$ cat src/design/awt_pkg.sv
// package for the atomic word table: request and response types and codes
package awt_pkg;

    // action codes
    localparam logic [3:0] ACT_LOAD  = 4'd0;
    localparam logic [3:0] ACT_STORE = 4'd1;
    localparam logic [3:0] ACT_XCHG  = 4'd2;
    localparam logic [3:0] ACT_CAS   = 4'd3;
    localparam logic [3:0] ACT_ADD   = 4'd4;
    localparam logic [3:0] ACT_SUB   = 4'd5;
    localparam logic [3:0] ACT_AND   = 4'd6;
    localparam logic [3:0] ACT_OR    = 4'd7;
    localparam logic [3:0] ACT_XOR   = 4'd8;
    localparam logic [3:0] ACT_GROW  = 4'd9;
    localparam logic [3:0] ACT_SIZE  = 4'd10;

    // status codes
    localparam logic [1:0] ST_OK    = 2'd0;
    localparam logic [1:0] ST_RANGE = 2'd1;
    localparam logic [1:0] ST_CAP   = 2'd2;

    // width of index and requested count fields
    localparam int IDX_W = 20;
    // width of the reported element count
    localparam int ECNT_W = 13;

    typedef struct packed {
        logic [3:0]         action;
        logic [IDX_W-1:0]   index;
        logic signed [63:0] operand;
        logic signed [63:0] expected;
        logic [IDX_W-1:0]   requested_count;
    } t_req;

    typedef struct packed {
        logic signed [63:0] old_value;
        logic [1:0]         status;
        logic [ECNT_W-1:0]  element_count;
    } t_rsp;

    // word write-back control from the execute logic
    typedef struct packed {
        logic        wr_en;
        logic [63:0] wr_data;
        logic        cnt_en;
    } t_upd;

endpackage

$ cat src/design/awt_exec.sv
// execute logic: range check, atomic operation and count update for one request
module awt_exec
    import awt_pkg::*;
#(
    parameter int CAPACITY = 4096
) (
    input  t_req                                i_req,
    input  logic [63:0]                         i_word,
    input  logic [$clog2(CAPACITY+1)-1:0]       i_count,
    output t_upd                                o_upd,
    output logic [$clog2(CAPACITY+1)-1:0]       o_count_nxt,
    output t_rsp                                o_rsp
);

    localparam int CW = $clog2(CAPACITY + 1);
    localparam int XW = IDX_W + 1;

    logic          is_word;
    logic          is_grow;
    logic          in_range;
    logic          over_cap;
    logic          raise;
    logic          match;
    logic [63:0]   opnd;
    logic [63:0]   new_word;
    logic [XW-1:0] count_x;
    logic [XW-1:0] req_x;
    logic [CW-1:0] count_after;

    // classify the request
    assign count_x  = XW'(i_count);
    assign req_x    = XW'(i_req.requested_count);
    assign is_word  = (i_req.action <= ACT_XOR);
    assign is_grow  = (i_req.action == ACT_GROW);
    assign in_range = (XW'(i_req.index) < count_x);
    assign over_cap = (req_x > XW'(CAPACITY));
    assign raise    = is_grow && !over_cap && (req_x > count_x);

    // word operation
    assign opnd  = i_req.operand;
    assign match = (i_word == i_req.expected);

    always_comb begin
        case (i_req.action)
            ACT_STORE: new_word = opnd;
            ACT_XCHG:  new_word = opnd;
            ACT_CAS:   new_word = opnd;
            ACT_ADD:   new_word = i_word + opnd;
            ACT_SUB:   new_word = i_word - opnd;
            ACT_AND:   new_word = i_word & opnd;
            ACT_OR:    new_word = i_word | opnd;
            ACT_XOR:   new_word = i_word ^ opnd;
            default:   new_word = i_word;
        endcase
    end

    // write-back control
    assign o_upd.wr_en   = is_word && in_range && (i_req.action != ACT_LOAD)
                           && ((i_req.action != ACT_CAS) || match);
    assign o_upd.wr_data = new_word;
    assign o_upd.cnt_en  = raise;

    assign o_count_nxt = CW'(i_req.requested_count);
    assign count_after = raise ? CW'(i_req.requested_count) : i_count;

    // response
    always_comb begin
        o_rsp.old_value     = (is_word && in_range) ? i_word : 64'd0;
        o_rsp.element_count = ECNT_W'(count_after);
        if (is_grow && over_cap) begin
            o_rsp.status = ST_CAP;
        end else if (is_word && !in_range) begin
            o_rsp.status = ST_RANGE;
        end else begin
            o_rsp.status = ST_OK;
        end
    end

endmodule

$ cat config.mk
export PLATFORM = sky130hd
export DESIGN_NAME = awt_exec
export DESIGN_NICKNAME = d
export VERILOG_FILES = /design/src/design/awt_pkg.sv /design/src/design/awt_exec.sv
export SDC_FILE = /design/constraint.sdc
export NUM_CORES = 1
export LEC_CHECK = 0
export BUFFER_PORTS_ARGS = -buffer_cell sky130_fd_sc_hd__buf_2
export CELL_PAD_IN_SITES_DETAIL_PLACEMENT = 1
export CELL_PAD_IN_SITES_GLOBAL_PLACEMENT = 1
export CORE_UTILIZATION = 30
export DETAILED_ROUTE_END_ITERATION = 8
export PLACE_DENSITY_LB_ADDON = 0.08
export SLEW_MARGIN = 20
export SYNTH_ARGS = -nofsm -noshare
export SYNTH_HDL_FRONTEND = slang
export SYNTH_SLANG_ARGS = --single-unit
$ cat constraint.sdc
create_clock -name vclk -period 6.25
set_clock_uncertainty 0.05 [all_clocks]
set_input_delay 0.9375 -clock vclk [all_inputs]
set_output_delay 0.9375 -clock vclk [all_outputs]
set_load 0.01 [all_outputs]
* Word level (Yosys, flattened, before mapping)
Cells that the tools add are included.
** Storage, ports and cells
- Word-level logic and storage cells :: 37
- Output and inout bits :: 158
- Bits of input ports :: 249
- Flip-flop bits (word level) :: 0
** Operators by class
- Reduce and logical (&&, ||, !) cells :: 12
- Mux-type cells :: 5
- $add $sub $neg :: 2
- Bitwise logic cells :: 3
- Magnitude comparators :: 4
- Equality and inequality tests :: 11
** Operators by type and width (count)
- case mux 64 bit (6 select lines) :: 1
- adder 64 bit :: 1
- bitwise AND 64 bit :: 1
- == test 64 bit :: 1
- 2-to-1 mux 64 bit :: 1
- OR 64 bit :: 1
- subtractor 64 bit :: 1
- bitwise XOR 64 bit :: 1
- > comparator 20 x 13 -> 1 bit :: 1
- > comparator 20 x 13 -> 1 bit, second input constant :: 1
- < comparator 20 x 13 -> 1 bit :: 1
- == test 4 x 3 -> 1 bit, second input constant :: 4
- 2-to-1 mux 13 bit :: 1
- == test 4 x 2 -> 1 bit, second input constant :: 2
- == test 4 bit, second input constant :: 2
- logical AND 1 bit :: 7
- == test 4 x 1 -> 1 bit, second input constant :: 1
- less-or-equal comparator 4 bit, second input constant :: 1
- != test 4 x 2 -> 1 bit, second input constant :: 1
- nonzero test 4 bit :: 1
- OR reduction 3 bit :: 1
- zero test 1 bit :: 2
- 2-to-1 mux 2 bit :: 1
- logical OR 1 bit :: 1
- 2-to-1 mux 1 bit :: 1

* Logic depth before layout (Yosys ltp)
Gate-level depths: netlist (run 1).
- Depth after elaboration :: 5
- Depth in mapped cells :: 23
- Mapped depth without buffers :: 22

* Least setup slack after synthesis (run 1)
OpenSTA, ideal clock, no wires.
- Kind :: input-to-output
- Start :: in i_req[96] (netlist bit)
- End :: out o_upd[64] (netlist bit)
- Cell stages on the path :: 18
- Setup slack :: 0.221 ns
- Data arrival time :: 5.041 ns
- Path through :: or4_4 -> or4_4 -> nor3_2 -> nand2_1 -> nor2_1 -> nor2_1 -> xnor2_1 -> ha_1 -> a21o_1 -> a21o_1 -> a221oi_1 -> o211ai_1 -> a22oi_1 -> o31ai_1 -> o31ai_1 -> o21ai_0 -> mux2_4 -> nor2_2
** RTL lines
- from (decl) :: RTL line awt_exec.sv:7 : input t_req i_req,
- to (decl) :: RTL line awt_exec.sv:10 : output t_upd o_upd,

==> results.txt, run 1 <==
first-pass GRT wire length: 92.9 mm
final sequential cell count: 0
Vias: 15431
crit end category: output port
most frequent CP cell: buf_6
Port Buffer Count: 407
final core occ: 0.471
Rows: 70
antenna violations before repair: 10
Max-Cap Viols: 0
Post-CTS Hold Fix Bufs: 0
Hold Path Stages: 2
Max stage delay cell, worst path: or4_4
wire per inst: 22.5 µm
IO Pins: 407
mapped cell area: 11300 µm²
vias in the first global route: 16125
gpl congestion: 0.932
Setup Total Neg Slack: -3.07 ns
failing checks: negative setup slack
Net count, final: 2771
worst rel slew slack: 0.236
Ys Warns: 0
largest net degree at the start of global routing: 65
FF/Latch Area: 0 µm²
register area share after synthesis: 0
drt first pass iters: 5
Starting Density: 0.306
outcome: complete, but fails checks
RSZ-0062 raised after global routing: true
most frequent cells in the layout: buf_2 (402), buf_4 (320), ha_1 (212), inv_1 (161), nand2_1 (131)
final wirelength: 62.5 mm
count of final setup violators: 22
Die ar.: 38300 µm²
Synth Instances: 1637
total track usage: 0.310
Post-DP Area: 15800 µm²
commonest non-fill, non-tap cell in the layout: buf_2
Worst Tran Pin Value: 1.14 ns
final worst-path cycle share: 1.05
total power: 1.73 mW
crit start category: input port
Setup CP Type: input port to output port
final instance area: 17300 µm²
crit path cell chain: buf_6, or4_4, or4_4, buf_6, nor3_4, buf_12, nand3_4, buf_6, o41ai_4, xnor2_2, ha_1, buf_6, a21o_1, a311o_1, a22oi_2, nand3b_1, a41oi_4, buf_6, xor2_1, o21ai_1, buf_2
Synthesized Nets: 2104
Critical Path RT: 5.26 ns
Avg Inst Size Synth: 6.88 µm²
vias per cell: 5.56
clkbuf count: 0
Detail Route Antenna Nets: 0
CP max FO: 6
GRT Residual Overflow: 0
1st-iter DRT viols: 637
P&R area growth vs syn: 53.9%
non-filler cells in the finished layout: 2775
WHS Endpoint: o_count_nxt[5]
CP peak stage delay: 0.54 ns
Post-Place Cells: 2715
drt drc: 0
Worst Hold Launch: i_req[5]
Chip Height: 196 µm
final setup margin: -0.283 ns
Fin Hold WS: 2.07 ns
Peak Freq: 0.153 GHz
detailed placement HPWL: 50.5 mm
worst vdd ir: 0.0318 mV
layout cell share with drive strength beyond 1: 0.411
die width: 196 µm
Setup WS pre-CTS: -0.655 ns
power per standard cell area: 99.8 nW/µm²
P_leak: 8.91 nW
HP Class: input port to output port
Hold Fails Final Rpt: 0
minimum clock period: 6.53 ns
post-synth cell types: 70
Final Max Tran Viols: 0
critical path arrival: 5.55 ns
CORE AREA: 36800 µm²
[logic make-up (layout without fill, tap and decap cells)]
| group | after synthesis | after routing | share of synthesized area |
|---|---|---|---|
| mux | 15 | 15 | 0.0152 |
| buf+inv | 250 | 915 | 0.0880 |
| other cells | 0 | 5 | 0 |
| fa+ha+maj | 218 | 218 | 0.243 |
| xor+xnor | 182 | 182 | 0.142 |
| simple gates | 444 | 444 | 0.200 |
| compound gates | 528 | 528 | 0.312 |
[cell type report]
cell class | instances | area, µm²
inverters | 163 | 612
well taps | 468 | 586
repair buffers | 752 | 4780
multi-input cells | 1387 | 11300
diodes | 5 | 12.5
fillers | 4743 | 19500
[worst max-delay path: cells and delay by family]
family / cells / cell delay (ns)
XOR/XNOR: 2 / 0.29
AO/OA/AOI/OAI: 6 / 1.41
buffers and inverters: 7 / 1.03
AND/OR/NAND/NOR: 5 / 1.53
adder cells (fa/ha/maj): 1 / 0.34
[per-layer routing]
| layer | vias up | wire (µm) | track usage |
|---|---|---|---|
| li1 | 7257 | - | - |
| met1 | 7555 | 27200 | 0.394 |
| met2 | 498 | 30300 | 0.563 |
| met3 | 113 | 3070 | 0.0251 |
| met4 | 8 | 1850 | 0.0741 |
| met5 | - | 61 | 0 |
[cells in the mapped netlist, drive strengths merged (25+ instances only)]
cell,n,share of area
ha,217,0.24
nand2,148,0.049
a21o,46,0.031
a221oi,35,0.027
a21oi,122,0.054
clkbuf,73,0.024
o21ai,115,0.051
nor3,27,0.015
xor2,85,0.066
nor4,28,0.016
and2,70,0.039
o221ai,27,0.021
nand3,25,0.011
nor2,73,0.025
xnor2,97,0.075
o211ai,34,0.023
a22oi,30,0.020
nand4,27,0.015
inv,163,0.054
[worst max-delay path by stage]
stage	startpoint	endpoint	slack [ns]
floorplan	i_req[96]	o_upd[64]	0.22
global placement	i_req[96]	o_upd[64]	-0.60
detailed placement	i_req[96]	o_upd[64]	-0.66
CTS	i_req[93]	o_upd[60]	-0.32
global route	i_req[93]	o_upd[55]	-0.47
finish	i_req[93]	o_upd[55]	-0.28
[what timing repair did]
| action | CTS | global route |
|---|---|---|
| buffers inserted | 32 | 29 |
| endpoints found under the hold margin | 0 | 0 |
| pin swaps | 83 | 107 |
| resized for setup | 141 | 123 |
| setup endpoints to repair | 29 | 36 |
[power by group]
group          switching (mW)   total [mW]  internal (mW)
sequential                  0            0              0
combinational           0.957         1.73          0.772
clock                       0  0.000000107    0.000000107
(Power assumes the default switching activity.)
==> inputs of run 2 (changes only) <==
Settings changed: CORE_ASPECT_RATIO from default to 1.2, SETUP_SLACK_MARGIN from default to 0.3.
==> run 2 against run 1 <==
- non-clock buffer count down 22
- total power grew 2.1%
- largest power group unchanged
- global-route usage increased by 0.14 points
- sequential cell count did not move
- die area hardly changed
- cell count fell by 0.72%
- design area is 0.41% higher
- critical path type unchanged
- first-iteration DRC count grew 10%
- worst hold slack improved by 0.0051 ns
- the run still ends with negative setup slack left
- largest cell class unchanged
==> results.txt, run 2 (synthesized netlist as in run 1, its figures left out) <==
Setup Total Neg Slack: -1.37 ns (was -3.07 ns)
die width: 179 µm (was 196 µm)
IO Pins: 407 (unchanged)
Setup WS pre-CTS: -0.513 ns (was -0.655 ns)
P_leak: 8.85 nW (was 8.91 nW)
CP max FO: 6 (unchanged)
vias in the first global route: 16008 (was 16125)
Setup CP Type: input port to output port (unchanged)
worst rel slew slack: 0.265 (was 0.236)
wire per inst: 22.8 µm (was 22.5 µm)
worst vdd ir: 0.0324 mV (was 0.0318 mV)
detailed placement HPWL: 50.7 mm (was 50.5 mm)
GRT Residual Overflow: 0 (unchanged)
crit start category: input port (unchanged)
Rows: 77 (was 70)
final wirelength: 62.7 mm (was 62.5 mm)
CORE AREA: 36900 µm² (was 36800 µm²)
final core occ: 0.471 (about the same)
1st-iter DRT viols: 701 (was 637)
HP Class: input port to output port (unchanged)
Vias: 15229 (was 15431)
drt first pass iters: 5 (unchanged)
power per standard cell area: 101 nW/µm² (was 99.8 nW/µm²)
Net count, final: 2749 (was 2771)
final setup margin: -0.213 ns (was -0.283 ns)
largest net degree at the start of global routing: 65 (unchanged)
final worst-path cycle share: 1.03 (was 1.05)
vias per cell: 5.53 (was 5.56)
crit end category: output port (unchanged)
count of final setup violators: 12 (was 22)
minimum clock period: 6.46 ns (was 6.53 ns)
antenna violations before repair: 2 (was 10)
FF/Latch Area: 0 µm² (unchanged)
Worst Tran Pin Value: 1.09 ns (was 1.14 ns)
outcome: complete, but fails checks (unchanged)
Detail Route Antenna Nets: 0 (unchanged)
final sequential cell count: 0 (unchanged)
gpl congestion: 0.928 (was 0.932)
Chip Height: 214 µm (was 196 µm)
Final Max Tran Viols: 0 (unchanged)
RSZ-0062 raised after global routing: true (unchanged)
Hold Fails Final Rpt: 0 (unchanged)
Critical Path RT: 5.26 ns (about the same)
area occupied by multi-input gates: 11600 µm² (was 11300 µm²)
layout cell share with drive strength beyond 1: 0.421 (was 0.411)
Starting Density: 0.305 (was 0.306)
P&R area growth vs syn: 54.5% (was 53.9%)
clkbuf count: 0 (unchanged)
most frequent cells in the layout: buf_2 (401), buf_4 (294), ha_1 (208), inv_1 (159), nand2_1 (132) (was buf_2 (402), buf_4 (320), ha_1 (212), inv_1 (161), nand2_1 (131))
critical path arrival: 5.48 ns (was 5.55 ns)
Port Buffer Count: 407 (unchanged)
commonest non-fill, non-tap cell in the layout: buf_2 (unchanged)
Peak Freq: 0.155 GHz (was 0.153 GHz)
drt drc: 0 (unchanged)
Fillers: 4746 (was 4743)
failing checks: negative setup slack (unchanged)
total track usage: 0.311 (was 0.310)
first-pass GRT wire length: 92.1 mm (was 92.9 mm)
Die ar.: 38300 µm² (about the same)
Max-Cap Viols: 0 (unchanged)
==> run 2: timing repair <==
action | CTS | global route
endpoints found under the setup margin | 38 | 42
hold buffers | 0 | 0
resized for setup | 182 | 128
setup buffers | 24 | 25
pin swaps | 87 | 90
==> run 2: through the flow <==
stage	hold WS, ns	power [mW]	instance area [µm²]	instances
after detailed placement	2.08	1.50	15700	2705
after CTS	2.08	1.64	16600	2729
after global placement	2.07	1.48	15700	2705
after floorplan	1.92	0.743	11300	1637
final	2.07	1.76	17400	2755
after global routing	2.08	1.89	17400	2754
==> run 2: metal layers <==
metal / vias up / global-route usage / share of wire
li1: 7199 / - / -
met1: 7446 / 0.370 / 0.42
met2: 479 / 0.582 / 0.51
met3: 105 / 0.0266 / 0.043
met4: 0 / 0.0845 / 0.033
met5: - / 0 / 0
==> run 2: path summary, 6_finish.rpt <==
check | from | end | slack (ns) | cells past startpoint
setup / recovery | i_req[93] | o_upd[64] | -0.21 | 22
hold / removal | i_req[0] | o_count_nxt[0] | 2.07 | 2
==> run 2: final cells by class <==
type,instances,area share
multi-input combinational,1387,0.665
inverter,163,0.0352
tap,474,0.0341
timing repair buffer,730,0.266
antenna,1,0.000144
==> run 2: where the power goes <==
group | total, mW | internal, mW | switching (mW)
registers | 0 | 0 | 0
clock network | 0.0000000214 | 0.0000000214 | 0
logic | 1.76 | 0.791 | 0.974
==> run 2: critical path, stage by stage <==
cell,delay (ns)
buf_6,0.09
or4_4,0.55
or4_4,0.49
nor3_4,0.22
nand2_4,0.14
nor2_4,0.14
nor2_2,0.04
xnor2_1,0.12
ha_1,0.30
a21o_1,0.19
a21o_1,0.19
a221oi_2,0.33
o211ai_1,0.22
a22oi_2,0.29
o31ai_4,0.12
buf_6,0.15
o31ai_4,0.21
o21ai_1,0.09
buf_4,0.15
mux2_4,0.29
nor2_2,0.07
buf_2,0.13
